**src/rtl/core/twbb_pkg.sv**
```systemverilog
`timescale 1ns / 1ps

package twbb_pkg;

  // Field widths fixed by the word formats.
  localparam int SIZE_W = 31;
  localparam int TIME_W = 63;
  localparam int BYTE_W = 37;
  localparam int WORD_W = 64;
  localparam int CFG_W  = 64;

  // Defaults for the top-level parameters.
  localparam int DEF_RING_DEPTH = 64;
  localparam int DEF_TAG_BITS   = 16;

  // Operation codes carried by an input word.
  typedef enum logic [1:0] {
    OP_PUSH  = 2'd0,
    OP_CLEAR = 2'd1,
    OP_QUERY = 2'd2,
    OP_NOP   = 2'd3
  } twbb_op_e;

  // Configuration register indexes.
  typedef enum logic [0:0] {
    CFG_MEM_LIMIT = 1'b0,
    CFG_DUR_LIMIT = 1'b1
  } twbb_cfg_e;

  // Sequencer states.
  typedef enum logic [3:0] {
    ST_IDLE,
    ST_REV,
    ST_OVR,
    ST_EVM,
    ST_EVD,
    ST_FULL,
    ST_APPEND,
    ST_QFWD,
    ST_QBWD,
    ST_FINISH
  } twbb_state_e;

  // Request to the shared add/subtract and compare unit: (a +/- b) > c.
  typedef struct packed {
    logic [WORD_W-1:0] a;
    logic [WORD_W-1:0] b;
    logic [WORD_W-1:0] c;
    logic              sub;
  } twbb_alu_req_t;

endpackage

```
**src/rtl/core/twbb_alu.sv**
```systemverilog
`timescale 1ns / 1ps

module twbb_alu import twbb_pkg::*; (
  input  twbb_alu_req_t req_i,
  output logic          gt_o
);

  logic [WORD_W-1:0] sum;

  // Add or subtract, then compare against the limit operand.
  always_comb begin
    if (req_i.sub) begin
      sum = req_i.a - req_i.b;
    end else begin
      sum = req_i.a + req_i.b;
    end
    gt_o = (sum > req_i.c);
  end

endmodule

```
**config.mk**
```make
export PLATFORM = sky130hd
export DESIGN_NAME = twbb_alu
export DESIGN_NICKNAME = d
export VERILOG_FILES = /design/src/rtl/core/twbb_pkg.sv /design/src/rtl/core/twbb_alu.sv
export SDC_FILE = /design/constraint.sdc
export NUM_CORES = 1
export LEC_CHECK = 0
export BUFFER_PORTS_ARGS = -buffer_cell sky130_fd_sc_hd__buf_2
export CORE_UTILIZATION = 51
export DETAILED_ROUTE_END_ITERATION = 8
export GPL_TIMING_DRIVEN = 0
export PLACE_DENSITY = 0.78
export SYNTH_ARGS = -nofsm -noshare
export SYNTH_HDL_FRONTEND = slang
export SYNTH_SLANG_ARGS = --single-unit
```
**constraint.sdc**
```tcl
create_clock -name vclk -period 7.5
set_input_delay 1.125 -clock vclk [all_inputs]
set_output_delay 1.125 -clock vclk [all_outputs]
set_load 0.01 [all_outputs]
```
Word level (Yosys, flattened, before mapping)
Cells that the tools add are included.
{"block": "totals", "register_bits": 0, "in_bits": 193, "out_inout_bits": 1, "elab_cells": 4}
{"block": "op_classes", "add_sub_neg": 2, "n_lt_le_gt_ge": 1, "muxes": 1}
{"cell": "$add A64 B64 Y64", "n": 1}
{"cell": "$gt A64 B64 Y1", "n": 1}
{"cell": "$mux W64", "n": 1}
{"cell": "$sub A64 B64 Y64", "n": 1}

Longest topological paths before layout
Gate-level depths: netlist of run 1.
{"block": "depth", "word_depth": 3, "ltp_mapped": 28, "depth_no_buf": 27}

Least setup slack after synthesis of run 1
No wires, ideal clock.
{"block": "synth_path", "path_kind": "input -> output", "start": "input port req_i[76] in the netlist's numbering", "end": "output port gt_o", "arrival_ns": 6.239, "required_ns": 6.375, "setup_slack_ns": 0.136, "cell_stages": 24, "path_buffers": 2, "path_cell_list": "or3_1 -> buf_6 -> or3_1 -> or2_1 -> nor4_1 -> o21a_1 -> and2b_1 -> o21a_1 -> xor2_1 -> ha_1 -> clkbuf_1 -> a21o_1 -> a21o_1 -> a21o_1 -> a21oi_1 -> o21ai_0 -> a221o_2 -> o41ai_1 -> nor3_2 -> ha_1 -> nand4_1 -> nor4_1 -> o22ai_1 -> a21oi_1"}
{"block": "synth_via", "elab_chain_cells": 3}
{"element": "start: declaration", "line": "twbb_alu.sv:4", "source": "input twbb_alu_req_t req_i,"}
{"element": "$add A64 B64 Y64 or $sub A64 B64 Y64 (tied branches)", "line": "twbb_alu.sv:15, twbb_alu.sv:13"}
{"element": "$mux W64 (*)", "line": "twbb_alu.sv:12", "source": "if (req_i.sub) begin"}
{"element": "$gt A64 B64 Y1 (*)", "line": "twbb_alu.sv:17", "source": "gt_o = (sum > req_i.c);"}
{"element": "end: declaration", "line": "twbb_alu.sv:5", "source": "output logic gt_o"}
Mark *: on every way between the ends. The rest lies on a longest branch, timed or not.

Worst setup path in the final report of run 1
{"block": "layout_path", "start": "input port req_i[88] in the netlist's numbering", "end": "output port gt_o"}
The elaborated chain is that of the path after synthesis.

==> results of run 1 <==
[Yosys cell counts, drive strengths merged (3+ instances only)]
library cell / instances
a211o: 3
a211oi: 9
a21o: 72
a21oi: 115
a221o: 3
a221oi: 3
a311oi: 3
a31oi: 15
a41oi: 3
and2: 8
and3: 12
buf: 4
clkbuf: 32
ha: 128
inv: 89
mux2i: 3
nand2: 53
nand2b: 10
nand3: 16
nand4: 35
nor2: 97
nor2b: 9
nor3: 33
nor4: 18
o211ai: 3
o21a: 12
o21ai: 67
o21bai: 14
o31ai: 3
or2: 5
or3: 12
or4: 9
xnor2: 83
xor2: 33
[cell type report]
cell class | instances | share of cell area
Antenna cell | 1 | 0.0002679
Buffer | 21 | 0.01085
Inverter | 89 | 0.03577
Multi-Input combinational cell | 922 | 0.7787
Tap cell | 176 | 0.02358
Timing Repair Buffer | 243 | 0.1508
[layer usage]
| metal | track usage | vias up |
|---|---|---|
| met5 | 0 | - |
| met4 | 0.1127 | 0 |
| met3 | 0.03962 | 65 |
| met2 | 0.5675 | 406 |
| met1 | 0.4384 | 4059 |
| li1 | - | 4298 |
[final timing paths]
kind	from	end	slack, ns	cells past startpoint
setup / recovery	req_i[88]	gt_o	-0.25	28
hold / removal	req_i[48]	gt_o	2.95	8
[stage by stage]
step	setup WS, ns	hold slack (ns)	setup TNS (ns)	instance area (um2)	instances
floorplan	0.1364	2.752	0	7151	1047
global placement	-1.064	2.962	-1.064	8327	1414
detailed placement	-1.140	2.976	-1.140	8327	1414
CTS	-0.02296	2.985	-0.02296	9139	1440
global route	-0.4477	3.017	-0.4477	9340	1452
finish	-0.2546	2.954	-0.2546	9340	1452
[critical path: stages]
cell and delay, ns:
buf_2 0.12, or3_4 0.37, or3_4 0.39, or4_4 0.53
nor2_4 0.18, nor2_2 0.05, xnor2_1 0.14, ha_1 0.33
and2_4 0.17, nand3_4 0.09, nor2_4 0.13, and3_4 0.21
o2111ai_4 0.15, a2111o_1 0.54, and2_4 0.22, o21ai_4 0.15
xor2_1 0.18, ha_1 0.27, a21o_1 0.17, a21o_1 0.15
a21oi_1 0.15, o21ai_1 0.10, nand2_1 0.08, o211ai_1 0.11
buf_4 0.18, nor3_2 0.12, a21oi_2 0.07, buf_2 0.14
[cell families (layout without fill, tap and decap cells)]
group,Yosys count,after routing
AND/OR/NAND/NOR,326,326
other,0,1
AO/OA/AOI/OAI,347,347
multiplexers,4,4
buffers and inverters,125,353
adder cells (fa/ha/maj),129,129
XOR/XNOR,116,116
[report_power, final]
group / total [mW] / switching [mW] / leakage, nW / internal, mW
Combinational: 1.08 / 0.600 / 4.57 / 0.482
Clock: 0.0000000178 / 0 / 0.00000634 / 0.0000000178
Sequential: 0 / 0 / 0 / 0
Total: 1.08 / 0.600 / 4.57 / 0.482
[placed cells by master (no fill, tap or decap), drive strengths merged, types with 3 or more instances in the layout]
cell	netlist	routed
nor2	97	97
xor2	33	33
ha	128	128
inv	89	89
or3	12	12
nor3	33	33
a31oi	15	15
nor2b	9	9
and2	8	8
o21ai	67	67
nand2b	10	10
o211ai	3	3
or4	9	9
a41oi	3	3
or2	5	5
a221o	3	3
a211o	3	3
a21oi	115	115
nand2	53	53
xnor2	83	83
clkbuf	32	18
a211oi	9	9
o21a	12	12
and3	12	12
a221oi	3	3
nor4	18	18
a311oi	3	3
o31ai	3	3
mux2i	3	3
o21bai	14	14
nand4	35	35
buf	4	246
a21o	72	72
nand3	16	16
[repair_timing]
action	CTS	global route
buffers inserted	38	14
gates resized for setup	119	27
endpoints found under the setup margin	1	1
pin swaps	77	27
==> impl_metrics.py, run 1 <==
metrics = {
    "logic_synthesis": {
        "avgSynthCellArea_um2": 6.830,
        "synthTopCellsByArea": "ha_1 (22%), xnor2_1 (10%), a21oi_1 (8.0%)",
        "muxShareOfSynthArea": 0.005774,
        "synth_nets": 1369,
        "synth-compound-area-share": 0.3102,
        "synth_top_family_by_area": "compound AO/OA/AOI/OAI gates",
        "synth_xor_area_frac": 0.1447,
        "synth_simple_gate_area_frac": 0.2430,
        "ys_types": 81,
        "yosysWarnings": 0,
        "synth_top_area_share": 0.2240,
        "synth_area_um2": 7151,
        "synthAdderAreaFrac": 0.2268,
        "synth_cells": 1047,
        "synth_area_leader_cell": "ha_1",
        "yosysSeqAreaShare": 0,
    },
    "global_route": {
        "grt_pass1_wl_um": 39430,
        "antenna_found_initial": 1,
        "grt_use_total": 0.3353,
        "grt.overflow.total": 0,
        "grt_max_degree": 11,
        "grt_pass1_vias": 8246,
    },
    "cells_and_area": {
        "regArea_um2": 0,
        "clock_buffers": 0,
        "area_growth_pct": 30.62,
        "nNetsFinal": 1599,
        "multiInputGateArea_um2": 7273,
        "nFlopsAndLatches": 0,
        "drive_above_1_share": 0.2925,
        "utilization": 0.6943,
        "n_fill_cell": 1198,
    },
    "timing": {
        "finalCritPeriodShare": 1.034,
        "setup_slack_ns": -0.2546,
        "max_slew_margin": 0.5585,
        "tightest_slew_ns": 0.6562,
        "setup_viol": 1,
        "hold_viol": 0,
        "fmax_mhz": 129.0,
        "slew_violations": 0,
        "period_minus_slack_ns": 7.755,
        "rsz0062_at_grt": "true",
    },
    "floorplanning": {
        "die_w_um": 120.4,
        "die_area_um2": 14500,
        "ios": 194,
        "std_cell_rows": 42,
        "die_h_um": 120.4,
        "core_um2": 13450,
        "start_util": 0.5315,
    },
    "power_and_ir_drop": {
        "peakVddDrop_v": 0.00006762,
        "fin_total_pwr_mw": 1.082,
        "p_per_area_nw_per_um2": 115.8,
        "leakagePower_nw": 4.572,
    },
    "setup_path": {
        "worstPathMaxFanout": 4,
        "crit_type": "in2out",
        "end_kind": "output pin",
        "cp.required_ns": 6.38,
        "cp-start-kind": "primary input",
        "cp.arrival_ns": 6.63,
    },
    "worst_hold_path": {
        "min_path_type": "in2out",
    },
    "route": {
        "dr_wl_met2_um": 11350,
        "antenna_left": 0,
        "wirelength_met1_um": 11060,
        "wl_per_cell_um": 17.33,
        "via_per_inst": 6.080,
        "finalWirelength_um": 25170,
        "route.met3.wl_um": 1825,
        "topRoutingLayerUsed": "met4",
        "vias": 8828,
        "drt-initial-drc-count": 740,
        "drtPass1Iterations": 5,
        "drc": 0,
    },
    "place": {
        "dp_hpwl_um": 20610,
        "port_buffers": 191,
        "globalplace.congestion": 0.9920,
    },
    "outcome": {
        "outcome": "finished, violations left",
        "violations": "setup timing",
    },
    "job": {
        "max_cap_viol_count": 0,
    },
    "clocking": {
        "ctsHoldBuffers": 0,
    },
}
Power figures use the tool's default switching activity.
==> run 2: changes to the inputs <==
ABC_AREA = 1   (was unset)
BUFFER_PORTS_ARGS = unset   (was -buffer_cell sky130_fd_sc_hd__buf_2)
CORE_UTILIZATION = 62   (was 51)
DONT_BUFFER_PORTS = 1   (was unset)
==> run 2 against run 1 <==
The run now ends clean. Cell count increased by 45%. Sequential share of layout area unchanged. Synthesized cell count increased by 84%. Die area increased by 9.5%. Area after synthesis increased by 33%. Sequential cell count unchanged. Routed wire length increased by 31%. Critical path type unchanged. Largest cell class unchanged. Largest power group unchanged.
==> impl_metrics.py, run 2 <==
metrics = {
    "outcome": {
        "outcome": "completed",
    },
    "clocking": {
        "post_cts_resized": 0,
        "cts_setup_buffers": 0,
        "ctsHoldBuffers": 0,
    },
    "cells_and_area": {
        "final_cell_count_no_fill": 2110,
        "final_common_cell": "nand2_1",
        "nFlopsAndLatches": 0,
        "nNetsFinal": 2250,
        "utilization": 0.6616,
        "drive_above_1_share": 0.02700,
        "num_antenna_cells": 0,
        "clock_buffers": 0,
        "layout_common_cells": "nand2_1 (706), inv_1 (408), nor2_1 (241)",
        "regArea_um2": 0,
        "area_growth_pct": 2.416,
    },
    "floorplanning": {
        "std_cell_rows": 44,
        "die_h_um": 126.0,
        "start_util": 0.6459,
        "die_w_um": 126.0,
        "core_um2": 14750,
        "die_area_um2": 15870,
        "ios": 194,
    },
    "route": {
        "vias": 11580,
        "drt-initial-drc-count": 930,
        "wl_per_cell_um": 15.66,
        "drc": 0,
        "antenna_left": 0,
        "via_per_inst": 5.489,
        "drtPass1Iterations": 6,
        "finalWirelength_um": 33040,
    },
    "power_and_ir_drop": {
        "peakVddDrop_v": 0.00005923,
        "leakagePower_nw": 6.039,
        "p_per_area_nw_per_um2": 98.04,
        "fin_total_pwr_uw": 956.9,
    },
    "logic_synthesis": {
        "yosysSeqAreaShare": 0,
        "synth_area_um2": 9530,
        "synth_simple_gate_area_frac": 0.4882,
        "synth_area_leader_cell": "nand2_1",
        "synthAdderAreaFrac": 0.1701,
        "muxShareOfSynthArea": 0,
        "synth_nets": 2248,
        "synthMostInstantiatedCell": "nand2_1",
        "synthTopCellsByArea": "nand2_1 (28%), ha_1 (17%), inv_1 (16%)",
        "ys_types": 35,
        "synth_commonest_cells": "nand2_1 (706), inv_1 (408), nor2_1 (241)",
        "avgSynthCellArea_um2": 4.948,
        "synth_xor_area_frac": 0.08455,
        "synth_top_area_share": 0.2781,
        "yosysWarnings": 0,
        "synth_cells": 1926,
        "synth_top_family_by_area": "simple AND/OR/NAND/NOR gates",
        "synth-compound-area-share": 0.09190,
    },
    "setup_path": {
        "cpPeakStageDelay_ns": 0.43,
        "cp-start-kind": "primary input",
        "crit_slowest_cell": "ha_1",
        "crit_type": "in2out",
        "cp.arrival_ns": 5.44,
        "cp.required_ns": 6.38,
        "worstPathMaxFanout": 5,
        "end_kind": "output pin",
        "timing.critical_path.mode_cell": "nand2_1",
    },
    "timing": {
        "final.setup.tns_ns": 0,
        "fmax_mhz": 152.3,
        "hold_viol": 0,
        "period_minus_slack_ns": 6.566,
        "tightest_slew_ns": 0.6459,
        "rsz0062_at_grt": "false",
        "hold_ws_ns": 2.884,
        "setup_viol": 0,
        "slew_violations": 0,
        "finalCritPeriodShare": 0.8755,
        "max_slew_margin": 0.5694,
    },
    "place": {
        "dp_hpwl_um": 30080,
        "port_buffers": 0,
        "globalplace.congestion": 1.018,
        "dp.cells": 2110,
    },
    "global_route": {
        "grt_use_total": 0.4101,
        "grt_pass1_vias": 10720,
        "antenna_found_initial": 0,
        "grt_pass1_wl_um": 51600,
        "grt.overflow.total": 0,
        "grt_max_degree": 11,
    },
    "worst_hold_path": {
        "min_path_type": "in2out",
    },
    "job": {
        "max_cap_viol_count": 0,
    },
}
[run 2: cell type report]
| cell class | instances | area [um2] |
|---|---|---|
| multi-input combinational | 1508 | 7956 |
| fill | 1531 | 4994 |
| inverter | 409 | 1535 |
| tap | 184 | 230.2 |
| buffer | 9 | 38.79 |
[run 2: kinds of logic after synthesis]
kind of cell    after synthesis
compound gates              160
xor+xnor                     92
fa+ha+maj                   129
buf+inv                     418
simple gates               1127
[run 2: final timing paths]
check                     start  endpoint  slack (ns)  depth (start not counted)
worst max-delay path  req_i[66]      gt_o        0.93                         29
worst min-delay path  req_i[49]      gt_o        2.88                          7
[run 2: metrics by stage]
step | cell area [um2] | setup slack, ns
floorplan | 9530 | 1.901
global placement | 9761 | 1.096
detailed placement | 9761 | 1.038
CTS | 9761 | 1.019
global route | 9761 | 0.5451
finish | 9761 | 0.9339
[run 2: routing by layer]
| metal | up-vias | global-route usage | part of all wire |
|---|---|---|---|
| met4 | 0 | 0.1460 | 0.040 |
| li1 | 5872 | - | - |
| met3 | 90 | 0.1066 | 0.13 |
| met5 | - | 0 | 0 |
| met2 | 626 | 0.6783 | 0.43 |
| met1 | 4994 | 0.5116 | 0.41 |
[run 2: report_power, final]
part	total [mW]	switching, mW	internal (mW)
sequential	0	0	0
combinational	0.957	0.622	0.335
clock	0	0	0
[run 2: critical path, delay by kind of cell]
family,cells,cell delay [ns]
adder cells (fa/ha/maj),3,0.95
AND/OR/NAND/NOR,17,2.25
AO/OA/AOI/OAI,2,0.40
buffers and inverters,6,0.52
XOR/XNOR,1,0.18
==> run 3: changes to the inputs <==
CORE_ASPECT_RATIO = 0.7   (was unset)
==> run 3 against run 2 <==
First-iteration DRC count rose by 44%. Non-clock buffer count stayed put. Combinational power is 2.8% higher. Worst hold slack improved by 0.015 ns. Utilization down 0.38 points. Sequential share of layout area is the same. Global-route usage rose by 2.2 points. Die area is essentially flat. Cell count rose by 0.52%. Fmax fell by 0.14%. Critical endpoint unchanged.
==> impl_metrics.py, run 3 (synthesis results as in run 2) <==
metrics = {
    "outcome": {
        "outcome": "completed",
    },
    "global_route": {
        "met2_usage": 0.6392,
        "antenna_found_initial": 1,
        "grt_max_degree": 11,
        "grt_pass1_wl_um": 52870,
        "grt.met3_usage": 0.1368,
        "grt_pass1_vias": 10720,
        "use_met1": 0.6033,
        "grt_use_total": 0.4324,
        "grt.overflow.total": 0,
        "busiest_layer": "met2",
    },
    "timing": {
        "fmax_mhz": 152.1,
        "period_minus_slack_ns": 6.575,
        "hold_viol": 0,
        "setup_viol": 0,
        "slew_violations": 0,
        "max_slew_margin": 0.6255,
        "finalCritPeriodShare": 0.8767,
        "rsz0062_at_grt": "false",
        "final.setup.tns_ns": 0,
        "tightest_slew_ns": 0.5618,
        "hold_ws_ns": 2.899,
    },
    "setup_path": {
        "cp_num_cells": 28,
        "cpPeakStageDelay_ns": 0.45,
        "worstPathMaxFanout": 4,
        "timing.critical_path.mode_cell": "nand2_1",
        "crit_family": "simple AND/OR/NAND/NOR gates",
        "crit_slowest_cell": "ha_1",
        "crit_start": "req_i[80]",
        "crit_type": "in2out",
        "path_buf_inv": 4,
        "cp.required_ns": 6.38,
        "cp.arrival_ns": 5.45,
        "end_kind": "output pin",
        "cp-start-kind": "primary input",
    },
    "place": {
        "dp.cells": 2121,
        "globalplace.congestion": 1.030,
        "port_buffers": 0,
        "dp_hpwl_um": 31250,
    },
    "cells_and_area": {
        "area_growth_pct": 2.560,
        "utilization": 0.6577,
        "n_fill_cell": 1582,
        "nNetsFinal": 2250,
        "clock_buffers": 0,
        "nFlopsAndLatches": 0,
        "final_cell_count_no_fill": 2121,
        "regArea_um2": 0,
        "final_common_cell": "nand2_1",
        "multiInputGateArea_um2": 7956,
        "num_antenna_cells": 0,
        "drive_above_1_share": 0.02700,
        "layout_common_cells": "nand2_1 (706), inv_1 (408), nor2_1 (241)",
    },
    "power_and_ir_drop": {
        "p_per_area_nw_per_um2": 100.7,
        "peakVddDrop_v": 0.00005448,
        "leakagePower_nw": 6.039,
    },
    "route": {
        "via_per_inst": 5.565,
        "antenna_left": 0,
        "drtPass1Iterations": 6,
        "drt-initial-drc-count": 1342,
        "drc": 0,
        "finalWirelength_um": 34390,
        "wl_per_cell_um": 16.21,
        "vias": 11800,
    },
    "floorplanning": {
        "core_um2": 14860,
        "ios": 194,
        "die_w_um": 150.2,
        "die_h_um": 105.7,
        "std_cell_rows": 37,
        "die_area_um2": 15880,
        "start_util": 0.6413,
    },
    "clocking": {
        "cts_setup_buffers": 0,
        "post_cts_resized": 0,
        "ctsHoldBuffers": 0,
    },
    "worst_hold_path": {
        "hold-path-cell-count": 7,
        "min_path_type": "in2out",
        "min_from": "req_i[49]",
    },
    "job": {
        "max_cap_viol_count": 0,
    },
}
-- run 3: final cells by class --
cell class	count	share of cell area
Tap cell	195	0.02496
Inverter	409	0.1571
Multi-Input combinational cell	1508	0.8140
Buffer	9	0.003968
-- run 3: routing by layer --
metal	up-vias	wire (um)
li1	5867	-
met1	5123	14690
met2	735	13130
met3	77	5592
met4	2	955
met5	-	12
-- run 3: through the flow --
| step | instance area, um2 | worst slack, ns | total power [mW] |
|---|---|---|---|
| finish | 9774 | 0.9248 | 0.9840 |
| CTS | 9774 | 1.060 | 0.9460 |
| detailed placement | 9774 | 1.077 | 0.9421 |
| floorplan | 9530 | 1.901 | 0.6989 |
| global route | 9774 | 0.5218 | 1.096 |
| global placement | 9774 | 1.171 | 0.9033 |
-- run 3: path summary, 6_finish.rpt --
kind | to | slack [ns]
max | gt_o | 0.92
min | gt_o | 2.90
-- run 3: tightest hold or removal path, delay by kind of cell --
| kind | cells | cell delay, ns |
|---|---|---|
| simple gates | 3 | 0.30 |
| buf+inv | 2 | 0.14 |
| fa+ha+maj | 1 | 0.13 |
| compound gates | 1 | 0.08 |
-- run 3: power breakdown --
group / internal, mW / switching (mW) / total, mW
combinational: 0.336 / 0.648 / 0.984
sequential: 0 / 0 / 0
clock: 0 / 0 / 0
